File: src/rtl/core/sosmu_pkg.sv
// Shared definitions for the solid-on-solid Metropolis update block.
// Field widths, register indexes, field model codes, reset values and the
// decision struct. No dependencies.
`timescale 1ns / 1ps

package sosmu_pkg;

  // Default structural sizes
  localparam int SITES_DEF         = 64;
  localparam int MAX_DEVIATION_DEF = 127;

  // Fixed field widths
  localparam int DRAW_W     = 32;
  localparam int THR_W      = 33;
  localparam int HH_W       = 7;
  localparam int MODEL_W    = 2;
  localparam int MAG_W      = 14;
  localparam int CFG_IDX_W  = 3;
  localparam int CFG_DATA_W = 33;
  localparam int THR_NUM    = 6;
  localparam int THR_IDX_W  = 3;

  // Configuration register indexes
  localparam logic [CFG_IDX_W-1:0] REG_HALF_HEIGHT = 3'd0;
  localparam logic [CFG_IDX_W-1:0] REG_FIELD_MODEL = 3'd1;
  localparam logic [CFG_IDX_W-1:0] REG_THR_BASE    = 3'd2;

  // Field model codes (the unused code behaves as the absolute model)
  localparam logic [MODEL_W-1:0] MODEL_LINEAR  = 2'd0;
  localparam logic [MODEL_W-1:0] MODEL_ABS     = 2'd1;
  localparam logic [MODEL_W-1:0] MODEL_NEG_ABS = 2'd2;

  // Threshold table rows by SOS energy change
  localparam logic [1:0] ROW_SOS_MINUS = 2'd0;
  localparam logic [1:0] ROW_SOS_ZERO  = 2'd1;
  localparam logic [1:0] ROW_SOS_PLUS  = 2'd2;

  // Reset values
  localparam logic [HH_W-1:0]    HALF_HEIGHT_RST = 7'd30;
  localparam logic [MODEL_W-1:0] FIELD_MODEL_RST = MODEL_ABS;
  localparam logic [THR_W-1:0]   THR_RST_ONE     = 33'h1_0000_0000;
  localparam logic [THR_W-1:0]   THR_RST_PLUS    = 33'd501468825;

  // Outcome of one move evaluation
  typedef struct packed {
    logic accept;     // move applied
    logic field_pos;  // field term increment is +1
  } sosmu_decision_t;

endpackage

File: src/rtl/core/sos_interface_metropolis_update.sv
// Metropolis update of a solid-on-solid interface on a ring of SITES columns.
// After reset the block runs a clearing pass that flattens
// every column to deviation zero; no move is taken during it, while
// configuration writes are taken at any time. Each move then runs as follows:
// the transaction is accepted and the column and its right neighbour are read
// from the two-port height memory, the left neighbour is read next, and the
// last step evaluates the move, writes back an accepted column and loads the
// result register. That step waits while an earlier result is still untaken.
// The next move is accepted in the cycle after. Thresholds are Q0.32 with
// 2^32 or more meaning always accept. Uses sosmu_pkg, sosmu_height_mem and
// sosmu_eval.
`timescale 1ns / 1ps

module sos_interface_metropolis_update
  import sosmu_pkg::*;
#(
  parameter int SITES         = SITES_DEF,
  parameter int MAX_DEVIATION = MAX_DEVIATION_DEF,
  parameter int SITE_W        = $clog2(SITES),
  parameter int DEV_W         = $clog2(MAX_DEVIATION + 1) + 1
) (
  input  logic                    clk,
  input  logic                    rst_n,
  // configuration writes
  input  logic                    cfg_valid,
  output logic                    cfg_ready,
  input  logic [CFG_IDX_W-1:0]    cfg_index,
  input  logic [CFG_DATA_W-1:0]   cfg_data,
  // move proposals
  input  logic                    in_valid,
  output logic                    in_ready,
  input  logic [SITE_W-1:0]       in_site_index,
  input  logic                    in_step_up,
  input  logic [DRAW_W-1:0]       in_random_draw,
  // move results
  output logic                    out_valid,
  input  logic                    out_ready,
  output logic                    out_accepted,
  output logic signed [DEV_W-1:0] out_new_deviation,
  output logic signed [MAG_W-1:0] out_magnetization_sum
);

  localparam logic [SITE_W:0]   SITES_E   = (SITE_W+1)'(SITES);
  localparam logic [SITE_W-1:0] LAST_SITE = SITE_W'(SITES - 1);

  typedef enum logic [3:0] {
    ST_CLEAR = 4'b0001,
    ST_IDLE  = 4'b0010,
    ST_READ  = 4'b0100,
    ST_EVAL  = 4'b1000
  } state_t;

  state_t state_r, state_nxt;

  // Configuration registers
  logic [HH_W-1:0]               half_height_r;
  logic [MODEL_W-1:0]            field_model_r;
  logic [THR_NUM-1:0][THR_W-1:0] thr_r;
  logic [THR_IDX_W-1:0]          cfg_thr_idx;

  // Move context
  logic [SITE_W-1:0]       site_in;
  logic [SITE_W-1:0]       site_p_in;
  logic [SITE_W-1:0]       site_m_in;
  logic [SITE_W-1:0]       site_r;
  logic [SITE_W-1:0]       site_m_r;
  logic                    step_up_r;
  logic [DRAW_W-1:0]       draw_r;
  logic signed [DEV_W-1:0] dev_c_r;
  logic signed [DEV_W-1:0] dev_p_r;
  logic [SITE_W-1:0]       clr_cnt_r;

  // Memory ports
  logic                mem_we;
  logic [SITE_W-1:0]   mem_waddr;
  logic [DEV_W-1:0]    mem_wdata;
  logic [SITE_W-1:0]   mem_ra_addr;
  logic [DEV_W-1:0]    mem_ra_data;
  logic [SITE_W-1:0]   mem_rb_addr;
  logic [DEV_W-1:0]    mem_rb_data;

  // Evaluation
  sosmu_decision_t         decision;
  logic signed [DEV_W-1:0] new_dev;
  logic                    in_fire;
  logic                    eval_fire;

  // Result register
  logic                    out_valid_r;
  logic                    out_accepted_r;
  logic signed [DEV_W-1:0] out_dev_r;
  logic signed [MAG_W-1:0] mag_r;

  // Configuration port is always ready
  assign cfg_ready   = 1'b1;
  assign cfg_thr_idx = THR_IDX_W'(cfg_index - REG_THR_BASE);

  always_ff @(posedge clk) begin
    if (!rst_n) begin
      half_height_r <= HALF_HEIGHT_RST;
      field_model_r <= FIELD_MODEL_RST;
      thr_r[0]      <= THR_RST_ONE;
      thr_r[1]      <= THR_RST_ONE;
      thr_r[2]      <= THR_RST_ONE;
      thr_r[3]      <= THR_RST_ONE;
      thr_r[4]      <= THR_RST_PLUS;
      thr_r[5]      <= THR_RST_PLUS;
    end else if (cfg_valid) begin
      priority if (cfg_index == REG_HALF_HEIGHT) begin
        half_height_r <= cfg_data[HH_W-1:0];
      end else if (cfg_index == REG_FIELD_MODEL) begin
        field_model_r <= cfg_data[MODEL_W-1:0];
      end else begin
        thr_r[cfg_thr_idx] <= cfg_data[THR_W-1:0];
      end
    end
  end

  // Site reduction onto the ring and neighbour addresses
  always_comb begin
    if ({1'b0, in_site_index} >= SITES_E) begin
      site_in = SITE_W'({1'b0, in_site_index} - SITES_E);
    end else begin
      site_in = in_site_index;
    end
    site_p_in = (site_in == LAST_SITE) ? '0 : site_in + SITE_W'(1);
    site_m_in = (site_in == '0) ? LAST_SITE : site_in - SITE_W'(1);
  end

  // Handshakes
  assign in_ready  = (state_r == ST_IDLE);
  assign in_fire   = in_valid && in_ready;
  assign eval_fire = (state_r == ST_EVAL) && (!out_valid_r || out_ready);

  // Sequencer
  always_comb begin
    state_nxt = state_r;
    unique case (state_r)
      ST_CLEAR: begin
        if (clr_cnt_r == LAST_SITE) state_nxt = ST_IDLE;
      end
      ST_IDLE: begin
        if (in_fire) state_nxt = ST_READ;
      end
      ST_READ: begin
        state_nxt = ST_EVAL;
      end
      ST_EVAL: begin
        if (eval_fire) state_nxt = ST_IDLE;
      end
      default: begin
        state_nxt = ST_CLEAR;
      end
    endcase
  end

  always_ff @(posedge clk) begin
    if (!rst_n) begin
      state_r   <= ST_CLEAR;
      clr_cnt_r <= '0;
    end else begin
      state_r <= state_nxt;
      if (state_r == ST_CLEAR) clr_cnt_r <= clr_cnt_r + SITE_W'(1);
    end
  end

  // Move context capture
  always_ff @(posedge clk) begin
    if (in_fire) begin
      site_r    <= site_in;
      site_m_r  <= site_m_in;
      step_up_r <= in_step_up;
      draw_r    <= in_random_draw;
    end
    if (state_r == ST_READ) begin
      dev_c_r <= signed'(mem_ra_data);
      dev_p_r <= signed'(mem_rb_data);
    end
  end

  // Memory port steering: clearing pass or write-back
  always_comb begin
    mem_we      = 1'b0;
    mem_waddr   = site_r;
    mem_wdata   = new_dev;
    mem_ra_addr = site_r;
    mem_rb_addr = site_m_r;
    if (state_r == ST_CLEAR) begin
      mem_we    = 1'b1;
      mem_waddr = clr_cnt_r;
      mem_wdata = '0;
    end else if (eval_fire && decision.accept) begin
      mem_we = 1'b1;
    end
    if (state_r == ST_IDLE) begin
      mem_ra_addr = site_in;
      mem_rb_addr = site_p_in;
    end
  end

  sosmu_height_mem #(
    .DEPTH (SITES),
    .AW    (SITE_W),
    .DW    (DEV_W)
  ) u_height_mem (
    .clk     (clk),
    .we      (mem_we),
    .waddr   (mem_waddr),
    .wdata   (mem_wdata),
    .ra_addr (mem_ra_addr),
    .ra_data (mem_ra_data),
    .rb_addr (mem_rb_addr),
    .rb_data (mem_rb_data)
  );

  // Left neighbour arrives on port B during evaluation
  sosmu_eval #(
    .MAX_DEVIATION (MAX_DEVIATION),
    .DEV_W         (DEV_W)
  ) u_eval (
    .half_height (half_height_r),
    .field_model (field_model_r),
    .thr         (thr_r),
    .step_up     (step_up_r),
    .draw        (draw_r),
    .dev_c       (dev_c_r),
    .dev_p       (dev_p_r),
    .dev_m       (signed'(mem_rb_data)),
    .decision    (decision),
    .new_dev     (new_dev)
  );

  // Magnetization accumulator, wraps in its width
  always_ff @(posedge clk) begin
    if (!rst_n) begin
      mag_r <= '0;
    end else if (eval_fire && decision.accept) begin
      mag_r <= decision.field_pos ? mag_r + MAG_W'(1) : mag_r - MAG_W'(1);
    end
  end

  // Result register
  always_ff @(posedge clk) begin
    if (!rst_n) begin
      out_valid_r <= 1'b0;
    end else if (eval_fire) begin
      out_valid_r <= 1'b1;
    end else if (out_ready) begin
      out_valid_r <= 1'b0;
    end
  end

  always_ff @(posedge clk) begin
    if (eval_fire) begin
      out_accepted_r <= decision.accept;
      out_dev_r      <= new_dev;
    end
  end

  assign out_valid             = out_valid_r;
  assign out_accepted          = out_accepted_r;
  assign out_new_deviation     = out_dev_r;
  assign out_magnetization_sum = mag_r;

endmodule

File: src/rtl/core/sosmu_height_mem.sv
// Height deviation store: one write port, two registered read ports.
// Depends on nothing but its parameters.
`timescale 1ns / 1ps

module sosmu_height_mem #(
  parameter int DEPTH = 64,
  parameter int AW    = 6,
  parameter int DW    = 8
) (
  input  logic          clk,
  input  logic          we,
  input  logic [AW-1:0] waddr,
  input  logic [DW-1:0] wdata,
  input  logic [AW-1:0] ra_addr,
  output logic [DW-1:0] ra_data,
  input  logic [AW-1:0] rb_addr,
  output logic [DW-1:0] rb_data
);

  logic [DW-1:0] mem [DEPTH];

  // Write port
  always_ff @(posedge clk) begin
    if (we) begin
      mem[waddr] <= wdata;
    end
  end

  // Read ports, registered
  always_ff @(posedge clk) begin
    ra_data <= mem[ra_addr];
    rb_data <= mem[rb_addr];
  end

endmodule

File: src/rtl/core/sosmu_eval.sv
// Move evaluation: SOS energy change, field term sign, threshold pick,
// bound check and new deviation. Uses sosmu_pkg.
`timescale 1ns / 1ps

module sosmu_eval
  import sosmu_pkg::*;
#(
  parameter int MAX_DEVIATION = MAX_DEVIATION_DEF,
  parameter int DEV_W         = 8
) (
  input  logic [HH_W-1:0]                  half_height,
  input  logic [MODEL_W-1:0]               field_model,
  input  logic [THR_NUM-1:0][THR_W-1:0]    thr,
  input  logic                             step_up,
  input  logic [DRAW_W-1:0]                draw,
  input  logic signed [DEV_W-1:0]          dev_c,
  input  logic signed [DEV_W-1:0]          dev_p,
  input  logic signed [DEV_W-1:0]          dev_m,
  output sosmu_decision_t                  decision,
  output logic signed [DEV_W-1:0]          new_dev
);

  // Compare width holds the limit, the capped centre and the stepped height
  localparam int CW = ((DEV_W > HH_W + 1) ? DEV_W : HH_W + 1) + 1;
  localparam logic signed [CW-1:0] MAX_DEV_C = CW'(MAX_DEVIATION);

  logic signed [CW-1:0]  dev_e;
  logic signed [CW-1:0]  dev2;
  logic signed [CW-1:0]  hh_e;
  logic signed [CW-1:0]  lim;
  logic                  inc_m;
  logic                  inc_p;
  logic [1:0]            row;
  logic                  grows;
  logic                  field_pos;
  logic [THR_IDX_W-1:0]  thr_idx;
  logic [THR_W-1:0]      thr_sel;
  logic                  in_range;
  logic                  accept;

  // Stepped height and capped centre
  assign dev_e = signed'({{(CW-DEV_W){dev_c[DEV_W-1]}}, dev_c});
  assign dev2  = step_up ? dev_e + CW'(1) : dev_e - CW'(1);
  assign hh_e  = signed'({{(CW-HH_W){1'b0}}, half_height});
  assign lim   = (hh_e > MAX_DEV_C) ? MAX_DEV_C : hh_e;

  // Each neighbour bond changes by +1 or -1
  assign inc_m = step_up ? (dev_c >= dev_m) : (dev_c <= dev_m);
  assign inc_p = step_up ? (dev_c >= dev_p) : (dev_c <= dev_p);

  always_comb begin
    priority if (inc_m && inc_p) begin
      row = ROW_SOS_PLUS;
    end else if (!inc_m && !inc_p) begin
      row = ROW_SOS_MINUS;
    end else begin
      row = ROW_SOS_ZERO;
    end
  end

  // Field term sign: |d| grows when stepping away from zero
  assign grows = step_up ? (dev_c >= 0) : (dev_c <= 0);

  always_comb begin
    priority if (field_model == MODEL_LINEAR) begin
      field_pos = !step_up;
    end else if (field_model == MODEL_NEG_ABS) begin
      field_pos = !grows;
    end else begin
      field_pos = grows;
    end
  end

  // Threshold pick and acceptance
  assign thr_idx  = {row, field_pos};
  assign thr_sel  = thr[thr_idx];
  assign in_range = (dev2 >= -lim) && (dev2 <= lim);
  assign accept   = in_range && ({1'b0, draw} < thr_sel);

  assign decision.accept    = accept;
  assign decision.field_pos = field_pos;
  assign new_dev            = accept ? dev2[DEV_W-1:0] : dev_c;

endmodule
File: config.mk
export PLATFORM = sky130hd
export DESIGN_NAME = sos_interface_metropolis_update
export DESIGN_NICKNAME = d
export VERILOG_FILES = /design/src/rtl/core/sosmu_pkg.sv /design/src/rtl/core/sos_interface_metropolis_update.sv /design/src/rtl/core/sosmu_height_mem.sv /design/src/rtl/core/sosmu_eval.sv
export SDC_FILE = /design/constraint.sdc
export NUM_CORES = 2
export LEC_CHECK = 0
export BUFFER_PORTS_ARGS = -buffer_cell sky130_fd_sc_hd__buf_2
export CORE_MARGIN = 5
export CORE_UTILIZATION = 40
export CTS_CLUSTER_DIAMETER = 120
export DETAILED_ROUTE_END_ITERATION = 16
export GPL_ROUTABILITY_DRIVEN = 0
export PLACE_DENSITY_LB_ADDON = 0.05
export SLEW_MARGIN = 0
export SYNTH_ARGS = -nofsm -noshare
export SYNTH_HDL_FRONTEND = slang
export SYNTH_SLANG_ARGS = --single-unit
File: constraint.sdc
create_clock -name clk -period 11.2 [get_ports clk]
set_input_delay 1.68 -clock clk [delete_from_list [all_inputs] [get_ports clk]]
set_output_delay 1.68 -clock clk [all_outputs]
set_load 0.03 [all_outputs]
==> metrics.yaml <==
overflow_after_grt: 0
synth.largest_area_cell: "edfxtp_1"
largest_net_degree_at_the_start_of_global_routing: 129
synth_area_um2: 40500
asyncSetResetFlopFracSynth: 0
synth_top_area_frac: 0.431
timing.max_slew.rel_slack: 0.133
final_nets: 3823
routed-via-count: 30500
grt_setup_unrepaired: "false"
track_usage: 0.247
finalCritPeriodShare: 0.682
synth-seq-cells: 830
detail-route-antenna-nets: 0
ys_seq_area_frac: 0.554
p_sw_mw: 1.48
die_h_um: 328
die_width_um: 328
routed_wl_um: 137000
clock-root-buffer: "clkbuf_16"
grt_first_pass_wirelength_um: 200000
cp.arrival_ns: 7.93
power_switching_share: 0.223
core_box_area_um2: 100000
avgRoutedWirePerCell_um: 26.9
route.detailed.drc: 0
synth-main-ff-cell: "edfxtp_1"
grt_antenna_before_repair: 4
ctsLongestPathBuffers: 3
vias_per_cell: 6.00
number_of_global_route_vias_before_repair: 29800
drt_first_iter_violations: 3224
cts_max_level: 3
port-buffer-count: 104
clk_pin_slew_ns: 0.06
finalMaxSlewViolations: 0
io_pins: 106
cts_tree: "done"
final.setup.worst_slack_ns: 3.56
critical_path.startpoint_type: "flip-flop"
layout_common_cells: "nand2_1 (1,009), edfxtp_1 (582), dfxtp_1 (248), a21oi_1 (221), nand3_1 (173)"
area_growth_syn_to_layout_pct: 11.6
yosysWarningCount: 0
power_density_relative_to_cell_area_nw_per_um2: 147
dp_hpwl_um: 87600
power.static_leakage_nw: 16.5
start_util: 0.404
cts_setup_buffers: 0
worst_pin_slew_ns: 1.30
crit_path_end_kind: "flip-flop"
worstSkewPairLatency_ns: 0.68
internal_power_mw: 5.18
run_status: "finished clean"
post_synth_num_cell_types: 87
syn_area_per_cell_um2: 11.1
synth.net_count: 3810
finalCriticalPeriod_ns: 7.64
drt_pass1_iterations: 6
seq_power_share: 0.500
layout.cells.most_common: "nand2_1"
clock_sinks: 830
fmax_mhz: 131
die_area_um2: 108000
final_layout_size_suffix_gt1_frac: 0.143
p_comb_frac: 0.036
timing.setup.tns_ns: 0
cts_hold_buf: 0
synth_enable_flop_cells: 582
hold_viol: 0
row_count: 116
synth.area.top_cells: "edfxtp_1 (43%), dfxtp_1 (12%), nand2_1 (9.4%)"
numCtsBuffers: 92
setup_viol: 0
cts_repair_resize_count: 0
worst_ep_required_time_ns: 11.49
fin_worst_skew_ns: 0.0265
synth_cells: 3642
min_path_type: "reg2reg"
max-vdd-ir-drop_mv: 0.121
critPathKind: "reg2reg"
pre_cts_ws_ns: 3.48
timing.critical_path.fanout_max: 21
clock_power_share: 0.464
drv.max_cap_violation_count: 0
==> metrics by stage <==
stage               hold slack, ns  area, um2  utilization  instances  power [mW]
floorplan                    0.386      40500            -       3642        3.52
detailed placement           0.390      42200        0.421       4918        3.63
CTS                          0.406      45200        0.451       5088        6.71
global placement             0.390      42200        0.421       4918        3.63
finish                       0.404      45200        0.451       5089        6.66
global route                 0.412      45200        0.451       5088        6.86
==> registers in the layout, summed over array words and instances (netlist names), 14 cells and up <==
signal / cells
out_magnetization_sum: 14
draw_r: 32
thr_r: 198
u_height_mem.mem: 512
==> worst max-delay path: stages, from the launching register on <==
cell       delay (ns)
edfxtp_1         0.49
ha_1             0.36
nor2b_1          0.14
o21a_1           0.17
o21a_1           0.16
o21a_1           0.16
o21a_1           0.16
o21ai_0          0.17
a31oi_1          0.13
mux2_2           0.28
ha_1             0.38
inv_2            0.43
buf_4            0.42
mux4_2           0.35
a22oi_1          0.20
ha_1             0.28
a21o_1           0.18
a21o_1           0.17
a21oi_1          0.28
o31ai_1          0.14
a2bb2oi_1        0.22
a211oi_4         0.25
buf_4            0.33
a41oi_2          0.58
nor2_1           0.81
==> power groups by stage <==
stage	combinational [mW]	sequential [mW]	clock, mW
after floorplan	0.132	3.38	0
after detailed placement	0.241	3.39	0
final	0.241	3.33	3.09
after global routing	0.261	3.33	3.27
after global placement	0.237	3.39	0
after CTS	0.242	3.33	3.15
==> Yosys cell counts, types with 5 or more instances <==
master / instances
or3_1: 8
o21ai_1: 19
o31ai_1: 5
buf_12: 5
o21ai_0: 70
nand4_1: 14
buf_8: 6
nor3_1: 25
ha_1: 86
a32oi_1: 24
nor2b_1: 14
a22oi_1: 33
inv_1: 38
nand3_1: 173
a311oi_1: 51
clkbuf_1: 145
a21o_1: 19
nand3b_1: 11
mux4_2: 159
nor2_1: 118
a31oi_1: 61
nand2_1: 1012
edfxtp_1: 582
o21a_1: 11
and4_1: 9
mux2i_1: 99
dfxtp_1: 248
a211oi_1: 55
a222oi_1: 16
a21oi_1: 230
and3_1: 39
and2_1: 26
xnor2_1: 21
nand2b_1: 11
buf_4: 7
xor2_1: 10
buf_1: 9
buf_6: 22
a221o_1: 9
o211ai_1: 10
buf_2: 54
o22ai_1: 12
==> path summary, 6_finish.rpt <==
check	start	end	slack, ns	cells after the start
worst min register to register	u_height_mem.ra_data[7]	dev_c_r[7]	0.40	0
worst max register to register	dev_c_r[1]	u_height_mem.mem[35][0]	3.56	24
worst max-delay path	dev_c_r[1]	u_height_mem.mem[35][0]	3.56	24
worst min-delay path	u_height_mem.ra_data[7]	dev_c_r[7]	0.40	0
==> cells by family after synthesis <==
family	Yosys count	synth area share
mux	263	0.115
other cells	1	0.0000925
xor+xnor	31	0.00670
simple gates	1483	0.155
compound gates	656	0.106
fa+ha+maj	88	0.0275
buf+inv	290	0.0370
flops	830	0.554
==> cell type report <==
type	instances	area, um2
antenna	1	2.50
clock buffer	123	2620
clock inverter	47	440
fill	9190	55100
inverter	41	158
multi-input combinational	2522	16800
sequential	830	22400
tap	1357	1700
timing repair buffer	168	1030
==> layer usage <==
metal	routed length, um	track usage
met5	13	0
met4	4610	0.0760
met3	9660	0.0465
met2	63800	0.402
met1	58800	0.338
No activity file was read; power rests on OpenSTA's default activity.
